File: src/design/sis_pkg.sv
`default_nettype none
// ----------------------------------------------------------------------------
// sis_pkg
// shared types and constants of the sorted id set engine
// ----------------------------------------------------------------------------
package sis_pkg;

  localparam int DEF_ID_CAPACITY = 256;
  localparam int DEF_ID_WIDTH    = 32;
  localparam int BODY_ID_W       = 32;
  localparam int COUNT_W         = 9;

  typedef enum logic [1:0] {
    REQ_QUERY  = 2'd0,
    REQ_ADD    = 2'd1,
    REQ_REMOVE = 2'd2,
    REQ_CLEAR  = 2'd3
  } req_t;

  // table read address source
  typedef enum logic [1:0] {
    RD_MID,
    RD_POS,
    RD_IDX_M1,
    RD_IDX_P1
  } rd_sel_t;

  typedef struct packed {
    logic    load;
    logic    step;
    logic    hit_cap;
    logic    dropped_set;
    logic    idx_up_init;
    logic    idx_dn_init;
    logic    idx_dec;
    logic    idx_inc;
    logic    rd_en;
    rd_sel_t rd_sel;
    logic    wr_shift;
    logic    wr_key;
    logic    cnt_inc;
    logic    cnt_dec;
    logic    cnt_clr;
    logic    out_load;
  } dp_cmd_t;

  typedef struct packed {
    req_t req;
    logic lo_lt_hi;
    logic pos_lt_cnt;
    logic hit;
    logic full;
    logic up_more;
    logic dn_more;
    logic out_free;
  } dp_sts_t;

endpackage
`default_nettype wire

File: src/design/sis_controller.sv
`default_nettype none
// ----------------------------------------------------------------------------
// sis_controller
// request sequencer: search, membership check, shift loops, result hand-off
// ----------------------------------------------------------------------------
module sis_controller (
  input  wire logic             clk,
  input  wire logic             rst,
  input  wire logic             in_valid,
  output logic                  in_ready,
  input  wire sis_pkg::dp_sts_t sts,
  output sis_pkg::dp_cmd_t      cmd
);
  import sis_pkg::*;

  typedef enum logic [3:0] {
    ST_IDLE,
    ST_SRCH,
    ST_SCMP,
    ST_CHK,
    ST_CCMP,
    ST_DEC,
    ST_UPRD,
    ST_UPWR,
    ST_KEYWR,
    ST_DNRD,
    ST_DNWR,
    ST_FIN
  } state_t;

  state_t state;
  state_t state_next;

  always_ff @(posedge clk) begin
    if (rst) begin
      state <= ST_IDLE;
    end else begin
      state <= state_next;
    end
  end

  assign in_ready = (state == ST_IDLE);

  always_comb begin
    cmd        = '0;
    cmd.rd_sel = RD_MID;
    state_next = state;
    case (state)
      ST_IDLE: begin
        if (in_valid) begin
          cmd.load   = 1'b1;
          state_next = ST_SRCH;
        end
      end
      ST_SRCH: begin
        if (sts.req == REQ_CLEAR) begin
          cmd.cnt_clr = 1'b1;
          state_next  = ST_FIN;
        end else if (sts.lo_lt_hi) begin
          cmd.rd_en  = 1'b1;
          cmd.rd_sel = RD_MID;
          state_next = ST_SCMP;
        end else begin
          state_next = ST_CHK;
        end
      end
      ST_SCMP: begin
        cmd.step   = 1'b1;
        state_next = ST_SRCH;
      end
      ST_CHK: begin
        if (sts.pos_lt_cnt) begin
          cmd.rd_en  = 1'b1;
          cmd.rd_sel = RD_POS;
          state_next = ST_CCMP;
        end else begin
          state_next = ST_DEC;
        end
      end
      ST_CCMP: begin
        cmd.hit_cap = 1'b1;
        state_next  = ST_DEC;
      end
      ST_DEC: begin
        case (sts.req)
          REQ_ADD: begin
            if (sts.hit) begin
              state_next = ST_FIN;
            end else if (sts.full) begin
              cmd.dropped_set = 1'b1;
              state_next      = ST_FIN;
            end else begin
              cmd.idx_up_init = 1'b1;
              state_next      = ST_UPRD;
            end
          end
          REQ_REMOVE: begin
            if (sts.hit) begin
              cmd.idx_dn_init = 1'b1;
              state_next      = ST_DNRD;
            end else begin
              state_next = ST_FIN;
            end
          end
          default: state_next = ST_FIN;
        endcase
      end
      ST_UPRD: begin
        if (sts.up_more) begin
          cmd.rd_en  = 1'b1;
          cmd.rd_sel = RD_IDX_M1;
          state_next = ST_UPWR;
        end else begin
          state_next = ST_KEYWR;
        end
      end
      ST_UPWR: begin
        cmd.wr_shift = 1'b1;
        cmd.idx_dec  = 1'b1;
        state_next   = ST_UPRD;
      end
      ST_KEYWR: begin
        cmd.wr_key  = 1'b1;
        cmd.cnt_inc = 1'b1;
        state_next  = ST_FIN;
      end
      ST_DNRD: begin
        if (sts.dn_more) begin
          cmd.rd_en  = 1'b1;
          cmd.rd_sel = RD_IDX_P1;
          state_next = ST_DNWR;
        end else begin
          cmd.cnt_dec = 1'b1;
          state_next  = ST_FIN;
        end
      end
      ST_DNWR: begin
        cmd.wr_shift = 1'b1;
        cmd.idx_inc  = 1'b1;
        state_next   = ST_DNRD;
      end
      ST_FIN: begin
        if (sts.out_free) begin
          cmd.out_load = 1'b1;
          state_next   = ST_IDLE;
        end
      end
      default: state_next = ST_IDLE;
    endcase
  end

endmodule
`default_nettype wire

File: config.mk
export PLATFORM = sky130hd
export DESIGN_NAME = sis_controller
export DESIGN_NICKNAME = d
export VERILOG_FILES = /design/src/design/sis_pkg.sv /design/src/design/sis_controller.sv
export SDC_FILE = /design/constraint.sdc
export NUM_CORES = 1
export LEC_CHECK = 0
export BUFFER_PORTS_ARGS = -buffer_cell sky130_fd_sc_hd__buf_2
export CORE_AREA = 5 5 44 46
export CTS_BUF_LIST = sky130_fd_sc_hd__clkbuf_4 sky130_fd_sc_hd__clkbuf_8
export DETAILED_ROUTE_END_ITERATION = 10
export DIE_AREA = 0 0 49 51
export HOLD_SLACK_MARGIN = 0.05
export PLACE_DENSITY = 0.8
export SYNTH_ARGS = -nofsm -noshare
export SYNTH_HDL_FRONTEND = slang
export SYNTH_SLANG_ARGS = --single-unit
File: constraint.sdc
create_clock -name clk -period 1.3 [get_ports clk]
set_input_delay 0.13 -clock clk [delete_from_list [all_inputs] [get_ports clk]]
set_output_delay 0.13 -clock clk [all_outputs]
set_load 0.01 [all_outputs]
[Word level (Yosys, flattened, before mapping)]
Index checks and enable logic that the tools add are counted.
Cells by class
  equal/unequal tests: 16
  mux-type cells: 39
  reductions and logical operators: 3
Operator list (number)
  4-bit one-hot mux with 12 select lines: 1
  4-bit two-way mux: 6
  1-bit two-way mux: 20
  3-bit two-way mux: 6
  4-bit by 3-bit equality test with 1-bit output, second input constant: 4
  4-bit equality test, second input constant: 4
  3-bit one-hot mux with 4 select lines: 1
  4-bit by 2-bit equality test with 1-bit output, second input constant: 2
  2-bit two-way mux: 4
  4-bit one-hot mux with 2 select lines: 1
  2-bit equality test, second input constant: 2
  4-bit by 1-bit equality test with 1-bit output, second input constant: 1
  4-bit logical NOT: 1
  2-bit != test, second input constant: 2
  2-bit by 1-bit equality test with 1-bit output, second input constant: 1
  2-bit AND reduction: 1
  2-bit OR reduction: 1
Storage, ports and cells
  register bits: 4
  input port bits: 12
  output and inout port bits: 18

[Depth between registers and ports, before layout]
Gate-level depths: netlist of the first run.
  depth after elaboration: 4
  mapped depth: 6
  gate-level depth less buffers: 6

[Worst setup path after synthesis of the first run]
OpenSTA, ideal clock, no wires.
  path type: register to register
  from: register state[1]
  to: register state[0]
  arrival time: 1160 ps
  data required time: 1197 ps
  slack: 36 ps
  stages on the path, launching flop included: 6
  buffers on the path: 1
  path through: dfxtp_1 -> or2_1 -> buf_2 -> nor3_2 -> nor4_1 -> a2111oi_2
Between the ends
  cells in the longest elaborated chain, start to end: 3
  elaborated cells between the ends (all ways): 16
  those cells by class: 13 x eq/ne; 1 x mux; 2 x reduce/logical
Ends and longest elaborated chain
  from (decl): line sis_controller.sv:31  | state_t state;
  from (signal assigned): line sis_controller.sv:38  | state <= state_next;
  4-bit equality test / 4-bit logical NOT (equally long branches): line sis_controller.sv:48  | case (state)
  2-bit != test (no source line)
  2-bit AND reduction (no source line)
Several ways; a longest one is shown, not always the timed one.
A chain may end at the register's enable or synchronous reset.

==> flow_summary.json, run 1 <==
{
  "worstPathArrival_ps": 1300,
  "post_drt_wl_per_cell_um": 15.6,
  "drc_errors": 0,
  "fp.dieW_um": 49,
  "die_area_um2": 2500,
  "grt_pass1_vias": 820,
  "start_util": 0.396,
  "viasPerCell": 5.76,
  "drive_gt1_frac": 0.595,
  "async_reset_ff_frac": 0,
  "total_power_mw": 0.767,
  "seq_area_um2": 95.1,
  "largestRegisters": "state x4",
  "power_density_nw_per_um2": 724,
  "syn_inst": 87,
  "clkSinkCount": 4,
  "largest_reg_flops": 4,
  "ys_ff_latch": 4,
  "nNetsFinal": 149,
  "core.rowCount": 14,
  "drt_iter0_drc": 38,
  "path_class": "reg -> out",
  "crit_required_ps": 1170,
  "final_hold_viol_count": 0,
  "cp-start-kind": "register",
  "track_usage": 0.170,
  "clock_path_buffers": 2,
  "ys_warn_count": 0,
  "finalCritPeriodShare": 1.10,
  "final_cell_area_um2": 1060,
  "comb_power_share": 0.570,
  "p_sw_mw": 0.302,
  "synth_fp_nets": 103,
  "pre_cts_ws_ps": -94.3,
  "slew_headroom": 0.799,
  "regMostFlops": "state",
  "grt_pass1_wl_um": 3430,
  "crit_slowest_cell": "dfxtp_4",
  "via_count": 847,
  "setup_slack_ps": -132,
  "fin_crit_ps": 1430,
  "synth.distinct_cells": 34,
  "place_congestion": 0.836,
  "ys_seq_area_frac": 0.137,
  "run_status": "finished with violations",
  "setup-violations-final": 17,
  "timing.fmax_ghz": 0.698,
  "synth_edf_count": 0,
  "area_growth_pct": 81.8,
  "min_path_type": "in -> reg",
  "tightest_slew_ps": 300,
  "finClkSkew_ps": 6.29,
  "rsz0062_at_grt": "yes",
  "ios": 30,
  "ir_worst_vdd_mv": 0.527,
  "multi_input_area_um2": 562,
  "port_buffers": 29,
  "n_fill_cell": 98,
  "hold_buffers": 0,
  "final_common_cell": "buf_2",
  "ant_nets": 0,
  "cp_max_fo": 6,
  "drt-pass1-iter-count": 4,
  "worstPathCellList": "buf_6 > nand2b_4 > nor2_4 > and4bb_1 > buf_2",
  "grt_overflow": 0,
  "p_int_mw": 0.465,
  "core_um2": 1470,
  "layout_common_cells": "24 x buf_2, 13 x buf_4, 11 x buf_6",
  "cts_tree": "done",
  "power.leakage_nw": 0.502,
  "drv_slew": 0,
  "dp_hpwl_um": 1520,
  "insertion_delay_ps": 240,
  "antenna_cells": 0,
  "die_y_um": 51,
  "synth-main-ff-cell": "dfxtp_1",
  "syn_area_um2": 583,
  "hold_slack_ps": 114,
  "violations": "negative setup slack",
  "wl_um": 2290,
  "drv_cap": 0,
  "switching_share": 0.394,
  "cts_root_buffer": "clkbuf_4",
  "cts.clk_slew.worst_paths_ps": 40,
  "syn_avg_cell_area_um2": 6.70,
  "place_area_um2": 817,
  "power_frac_seq": 0.216,
  "cts_made_buffers": 3,
  "pwr-share-clk": 0.213,
  "grt_max_degree": 13,
  "end_kind": "output pin",
  "antenna_found_initial": 0,
  "slowest_delay_ps": 380,
  "ctsHtreeMaxLevel": 1
}
-- worst max-delay path, delay by kind of cell (launching register included) --
| family | cells | cell delay, ps |
|---|---|---|
| buf+inv | 2 | 270 |
| simple gates | 3 | 410 |
| flops | 1 | 380 |
-- repair_timing --
| item | CTS | global route |
|---|---|---|
| pin swaps | 7 | 7 |
| buffers inserted | 4 | 1 |
| gates resized for setup | 28 | 20 |
| endpoints found under the setup margin | 20 | 20 |
-- through the flow --
stage / util / TNS (ps) / std cells
finish: 0.720 / -1110 / 147
global route: 0.720 / -1840 / 147
CTS: 0.661 / -810 / 146
detailed placement: 0.555 / -216 / 139
global placement: 0.555 / -105 / 139
floorplan: - / 0 / 87
-- worst paths after layout --
| path | from | end | slack (ps) | cells past startpoint |
|---|---|---|---|---|
| setup reg to reg | state[2]$_SDFFE_PP0P_ | state[0]$_SDFFE_PP0P_ | -120 | 4 |
| setup / recovery | state[2]$_SDFFE_PP0P_ | cmd[12] | -130 | 5 |
| hold / removal | rst | state[0]$_SDFFE_PP0P_ | 110 | 2 |
| hold reg to reg | state[0]$_SDFFE_PP0P_ | state[1]$_SDFFE_PP0P_ | 660 | 2 |
-- cells in the mapped netlist, types with 2 or more instances --
master / count / area (um2)
o21ai_0: 2 / 10.0
ha_1: 4 / 50.1
or2_1: 2 / 12.5
o22ai_1: 2 / 12.5
a21oi_1: 4 / 20.0
nand3b_1: 2 / 15.0
dfxtp_1: 4 / 80.1
nand2b_1: 7 / 43.8
nor2_1: 16 / 60.1
and3_1: 2 / 12.5
a31oi_1: 2 / 12.5
buf_2: 5 / 25.0
nand2_1: 5 / 18.8
nor3_1: 6 / 30.0
inv_1: 5 / 18.8
-- area by class of cell --
cell class | instances | share of cell area
tap | 16 | 0.0189
clock buffer | 3 | 0.0213
sequential | 4 | 0.0897
inverter | 5 | 0.0177
multi-input combinational | 71 | 0.530
timing repair buffer | 48 | 0.322
-- power by group through the flow --
| stage | registers, mW | logic, mW | clock network, mW |
|---|---|---|---|
| after floorplan | 0.146 | 0.186 | 0 |
| after global placement | 0.164 | 0.288 | 0 |
| after detailed placement | 0.165 | 0.297 | 0 |
| after CTS | 0.164 | 0.363 | 0.156 |
| after global routing | 0.169 | 0.467 | 0.171 |
| final | 0.166 | 0.437 | 0.164 |
-- cells by family after synthesis --
| family | share of synthesized area |
|---|---|
| adder cells (fa/ha/maj) | 0.0858 |
| AO/OA/AOI/OAI | 0.249 |
| buffers and inverters | 0.0944 |
| flip-flops | 0.137 |
| AND/OR/NAND/NOR | 0.433 |
-- metal layers --
metal,vias to the layer above,GRT usage,part of all wire
met5,-,0,0
met4,0,0.0762,0.017
met3,8,0.0494,0.075
met2,47,0.311,0.50
met1,392,0.181,0.41
li1,400,-,-
(Power assumes the default switching activity.)
==> inputs of run 2 (changes only) <==
--- a/config.mk
+++ b/config.mk
@@ -5,13 +5,15 @@
 export SDC_FILE = /design/constraint.sdc
 export NUM_CORES = 1
 export LEC_CHECK = 0
+export ABC_AREA = 1
 export BUFFER_PORTS_ARGS = -buffer_cell sky130_fd_sc_hd__buf_2
-export CORE_AREA = 5 5 44 46
+export CORE_AREA = 5 5 43 45
 export CTS_BUF_LIST = sky130_fd_sc_hd__clkbuf_4 sky130_fd_sc_hd__clkbuf_8
 export DETAILED_ROUTE_END_ITERATION = 10
-export DIE_AREA = 0 0 49 51
+export DIE_AREA = 0 0 48 50
+export GPL_ROUTABILITY_DRIVEN = 0
 export HOLD_SLACK_MARGIN = 0.05
-export PLACE_DENSITY = 0.8
+export PLACE_DENSITY = 0.81
 export SYNTH_ARGS = -nofsm -noshare
 export SYNTH_HDL_FRONTEND = slang
 export SYNTH_SLANG_ARGS = --single-unit
==> flow_summary.json, run 2 <==
{
  "run_status": "finished with violations",
  "violations": "negative setup slack",
  "dp_hpwl_um": 1310,
  "ctsHtreeMaxLevel": 1,
  "synth_most_common_cell": "inv_1",
  "grt_pass1_vias": 677,
  "wl_um": 1710,
  "tightest_slew_ps": 212,
  "timing.fmax_ghz": 0.708,
  "grt_overflow": 0,
  "final_cell_count_no_fill": 155,
  "met1_usage": 0.155,
  "synth-main-ff-cell": "dfxtp_1",
  "pre_cts_ws_ps": 36.3,
  "largest_reg_flops": 4,
  "slowest_delay_ps": 370,
  "post_drt_wl_per_cell_um": 11.0,
  "use_met3": 0.0291,
  "die_y_um": 50,
  "final_util": 0.595,
  "setup-violations-final": 15,
  "r2r_start": "state[2]$_SDFFE_PP0P_",
  "ys_seq_area_frac": 0.144,
  "die_area_um2": 2400,
  "viasPerCell": 4.96,
  "async_reset_ff_frac": 0,
  "cts.clk_slew.worst_paths_ps": 40,
  "drv_cap": 0,
  "finClkSkew_ps": 1.08,
  "min_path_type": "in -> reg",
  "nNetsFinal": 157,
  "crit_slowest_cell": "dfxtp_4",
  "fp.dieW_um": 48,
  "synth_top_area_share": 0.148,
  "ios": 30,
  "clkSinkCount": 4,
  "busiest_layer": "met2",
  "crit_start": "state[0]$_SDFFE_PP0P_",
  "track_usage": 0.147,
  "largestRegisters": "state x4",
  "n_fill_cell": 151,
  "cp.depth": 5,
  "end_kind": "output pin",
  "ant_nets": 0,
  "antenna_cells": 0,
  "final_common_cell": "buf_2",
  "ir_worst_vdd_mv": 0.552,
  "start_util": 0.388,
  "crit_required_ps": 1170,
  "layout_common_cells": "28 x buf_2, 19 x nand2_1, 18 x inv_1",
  "antenna_found_initial": 0,
  "cp-start-kind": "register",
  "final_hold_viol_count": 0,
  "regMostFlops": "state",
  "port_buffers": 29,
  "syn_area_um2": 557,
  "crit_buf_inv": 2,
  "grt_pass1_wl_um": 2570,
  "ys_top_cells_by_area": "inv_1 15%, dfxtp_1 14%, nor2_1 14%",
  "met2_usage": 0.260,
  "syn_avg_cell_area_um2": 5.46,
  "via_count": 769,
  "cp_max_fo": 6,
  "ys_ff_latch": 4,
  "power_density_nw_per_um2": 852,
  "synth_top_area_cell": "inv_1",
  "drv_slew": 0,
  "drt_iter0_drc": 14,
  "ys_warn_count": 0,
  "drt-pass1-iter-count": 4,
  "worstRegToRegCells": 9,
  "synth.distinct_cells": 19,
  "fin_crit_ps": 1410,
  "syn_inst": 102,
  "drive_gt1_frac": 0.475,
  "place_inst": 148,
  "rsz0062_at_grt": "yes",
  "core_um2": 1440,
  "finalCritPeriodShare": 1.09,
  "cts_made_buffers": 3,
  "power.leakage_nw": 0.532,
  "grt_max_degree": 7,
  "path_delay_family": "flip-flops",
  "setup_slack_ps": -113,
  "core.rowCount": 14,
  "worstPathArrival_ps": 1280,
  "clock_path_buffers": 2,
  "synth_common_cells": "22 x inv_1, 21 x nor2_1, 20 x nand2_1",
  "synth_edf_count": 0,
  "hold_slack_ps": 62.1,
  "insertion_delay_ps": 250,
  "min_from": "rst",
  "cts_root_buffer": "clkbuf_4",
  "cts_tree": "done",
  "area_growth_pct": 53.5,
  "synth_fp_nets": 118,
  "worstHoldPathCells": 2,
  "drc_errors": 0,
  "path_class": "reg -> out",
  "worstPathCellList": "inv_4 > nor2_4 > nand3_1 > o2111ai_2 > buf_2",
  "slew_headroom": 0.858
}
==> run 2: changes by cell type in the layout (fill, tap and decap cells not counted), sizes merged, moves of 4 or more <==
cell / change
nor3: -4
nand3: +8
nand2b: -7
nor2: +9
inv: +20
nand2: +16
buf: -13
==> run 2: cell families (layout without fill, tap and decap cells) <==
logic type      after synthesis  after routing  synth area share
buf+inv                      26             63             0.182
flops                         4              4             0.144
fa+ha+maj                     4              4            0.0899
simple gates                 59             59             0.481
compound gates                9              9             0.103
==> run 2: cell type report <==
type / instances / area, um2 / area share
clock buffers: 3 / 22.5 / 0.0264
multi-input cells: 72 / 424 / 0.496
well taps: 16 / 20.0 / 0.0234
repair buffers: 35 / 196 / 0.230
flip-flops and latches: 4 / 92.6 / 0.108
inverters: 25 / 98.8 / 0.116
==> run 2: path summary, 6_finish.rpt <==
check,endpoint,slack (ps)
max reg2reg,state[0]$_SDFFE_PP0P_,0
min,state[0]$_SDFFE_PP0P_,60
min reg2reg,state[1]$_SDFFE_PP0P_,720
max,cmd[8],-110
==> run 2: power breakdown <==
group / total [mW] / internal, mW / switching (mW) / leakage (nW)
sequential: 0.180 / 0.146 / 0.0346 / 0.0353
combinational: 0.376 / 0.145 / 0.231 / 0.483
clock: 0.172 / 0.104 / 0.0673 / 0.0138
total: 0.728 / 0.395 / 0.333 / 0.532
==> run 2: repair_timing <==
item | in CTS | in global routing
cloned | 0 | 0
pin swaps | 3 | 5
resized for setup | 19 | 7
setup buffers | 2 | 2
endpoints found under the setup margin | 18 | 19
hold buffers | 0 | 0
hold endpoints to repair | 0 | 0
==> run 2: per-layer routing <==
layer / part of all wire / vias up / wire (um)
met1: 0.39 / 348 / 659
met2: 0.52 / 32 / 887
met4: 0.013 / 0 / 23
li1: - / 387 / -
met5: 0 / - / 0
met3: 0.081 / 2 / 138
==> run 2: stage by stage <==
stage	setup TNS (ps)	power (mW)	instance area [um2]
final	-660	0.728	855
after global routing	-1670	0.781	855
after CTS	-260	0.693	807
after detailed placement	0	0.488	729
after global placement	0	0.483	729
after floorplan	0	0.383	557
==> inputs of run 3 (changes only) <==
--- a/config.mk
+++ b/config.mk
@@ -14,6 +14,7 @@
 export GPL_ROUTABILITY_DRIVEN = 0
 export HOLD_SLACK_MARGIN = 0.05
 export PLACE_DENSITY = 0.81
+export REMOVE_ABC_BUFFERS = 1
 export SYNTH_ARGS = -nofsm -noshare
 export SYNTH_HDL_FRONTEND = slang
 export SYNTH_SLANG_ARGS = --single-unit
==> flow_summary.json, run 3 (synthesized netlist as in run 2, its figures left out) <==
{
  "finClkSkew_ps": 5.08,
  "dp_hpwl_um": 1280,
  "drv_cap": 0,
  "core.rowCount": 14,
  "grt_max_degree": 7,
  "slew_headroom": 0.850,
  "largestRegisters": "state x4",
  "power.leakage_nw": 0.515,
  "n_fill_cell": 159,
  "multi_input_area_um2": 420,
  "drv_slew": 0,
  "r2r_start": "state[3]$_SDFFE_PP0P_",
  "die_area_um2": 2400,
  "grt_pass1_vias": 649,
  "final_cell_count_no_fill": 152,
  "power_frac_seq": 0.253,
  "final_hold_viol_count": 0,
  "layout_common_cells": "29 x buf_2, 19 x inv_1, 19 x nand2_1",
  "cts_made_buffers": 3,
  "finalCritPeriodShare": 1.06,
  "clock_path_buffers": 2,
  "antenna_found_initial": 0,
  "setup_slack_ps": -82.9,
  "regMostFlops": "state",
  "timing.fmax_ghz": 0.723,
  "p_sw_mw": 0.319,
  "drc_errors": 0,
  "cts_tree": "done",
  "worstPathArrival_ps": 1250,
  "worstRegToRegCells": 9,
  "cp-start-kind": "register",
  "ios": 30,
  "fin_crit_ps": 1380,
  "track_usage": 0.140,
  "clkSinkCount": 4,
  "core_um2": 1440,
  "fp.dieW_um": 48,
  "setup-violations-final": 10,
  "drt-pass1-iter-count": 6,
  "switching_share": 0.451,
  "hold_buffers": 0,
  "min_path_type": "in -> reg",
  "p_int_mw": 0.389,
  "endpoint": "cmd[8]",
  "end_kind": "output pin",
  "cp_max_fo": 4,
  "area_growth_pct": 48.1,
  "crit_required_ps": 1170,
  "comb_power_share": 0.518,
  "ant_nets": 0,
  "start_util": 0.388,
  "reg2reg_setup_slack_ps": 80,
  "grt_overflow": 0,
  "pwr-share-clk": 0.228,
  "insertion_delay_ps": 240,
  "place_inst": 147,
  "port_buffers": 29,
  "antenna_cells": 0,
  "nNetsFinal": 154,
  "rsz0062_at_grt": "yes",
  "pre_cts_ws_ps": 45.8,
  "final_common_cell": "buf_2",
  "via_count": 736,
  "grt_pass1_wl_um": 2480,
  "path_class": "reg -> out",
  "r2r-end": "state[3]$_SDFFE_PP0P_",
  "largest_reg_flops": 4,
  "cts_root_buffer": "clkbuf_4",
  "place_area_um2": 722,
  "total_power_mw": 0.708,
  "wl_um": 1640,
  "violations": "negative setup slack",
  "run_status": "finished with violations",
  "viasPerCell": 4.84,
  "power_density_nw_per_um2": 859,
  "seq_area_um2": 95.1,
  "ctsHtreeMaxLevel": 1,
  "tightest_slew_ps": 224,
  "crit_start": "state[3]$_SDFFE_PP0P_",
  "final_util": 0.574,
  "hold_slack_ps": 70.2,
  "drive_gt1_frac": 0.456,
  "post_drt_wl_per_cell_um": 10.8,
  "final_cell_area_um2": 825,
  "cts.clk_slew.worst_paths_ps": 40,
  "ir_worst_vdd_mv": 0.378,
  "drt_iter0_drc": 12,
  "die_y_um": 50,
  "tns_ps": -279
}
run 3: cell types whose count changed in the layout (fill, tap and decap cells not counted), sizes merged:
cell  previous run  this run
buf             35        32
run 3: worst max-delay path, stage by stage, from the launching register on:
cell	delay, ps
dfxtp_4	390
inv_4	50
nor2_4	160
nand3_1	140
o2111ai_1	110
buf_2	160
run 3: what timing repair did:
action	CTS	global route
gates resized for setup	16	9
pin swaps	2	4
setup endpoints to repair	18	19
setup buffers	1	1
run 3: worst min path at each step:
stage	start	to	slack (ps)	depth (start not counted)
floorplan	rst	state[0]$_SDFFE_PP0P_	190	1
global placement	rst	state[0]$_SDFFE_PP0P_	330	2
detailed placement	rst	state[0]$_SDFFE_PP0P_	330	2
CTS	rst	state[0]$_SDFFE_PP0P_	60	2
global route	rst	state[0]$_SDFFE_PP0P_	60	2
finish	rst	state[0]$_SDFFE_PP0P_	70	2
run 3: power groups by stage:
stage	registers [mW]	clock network, mW	logic, mW
after global placement	0.165	0	0.316
final	0.179	0.162	0.367
after global routing	0.184	0.175	0.413
after CTS	0.174	0.166	0.343
after detailed placement	0.164	0	0.321
after floorplan	0.162	0	0.217
run 3: cell type report:
cell class	instances	area share
Clock buffer	3	0.0273
Inverter	25	0.120
Multi-Input combinational cell	72	0.510
Sequential cell	4	0.115
Tap cell	16	0.0243
Timing Repair Buffer	32	0.203
run 3: metal layers:
metal,wire length (um),vias up,global-route usage,share of wire
li1,-,381,-,-
met1,673,329,0.159,0.41
met2,830,22,0.222,0.50
met3,102,4,0.0182,0.062
met4,38,0,0.103,0.023
met5,0,-,0,0
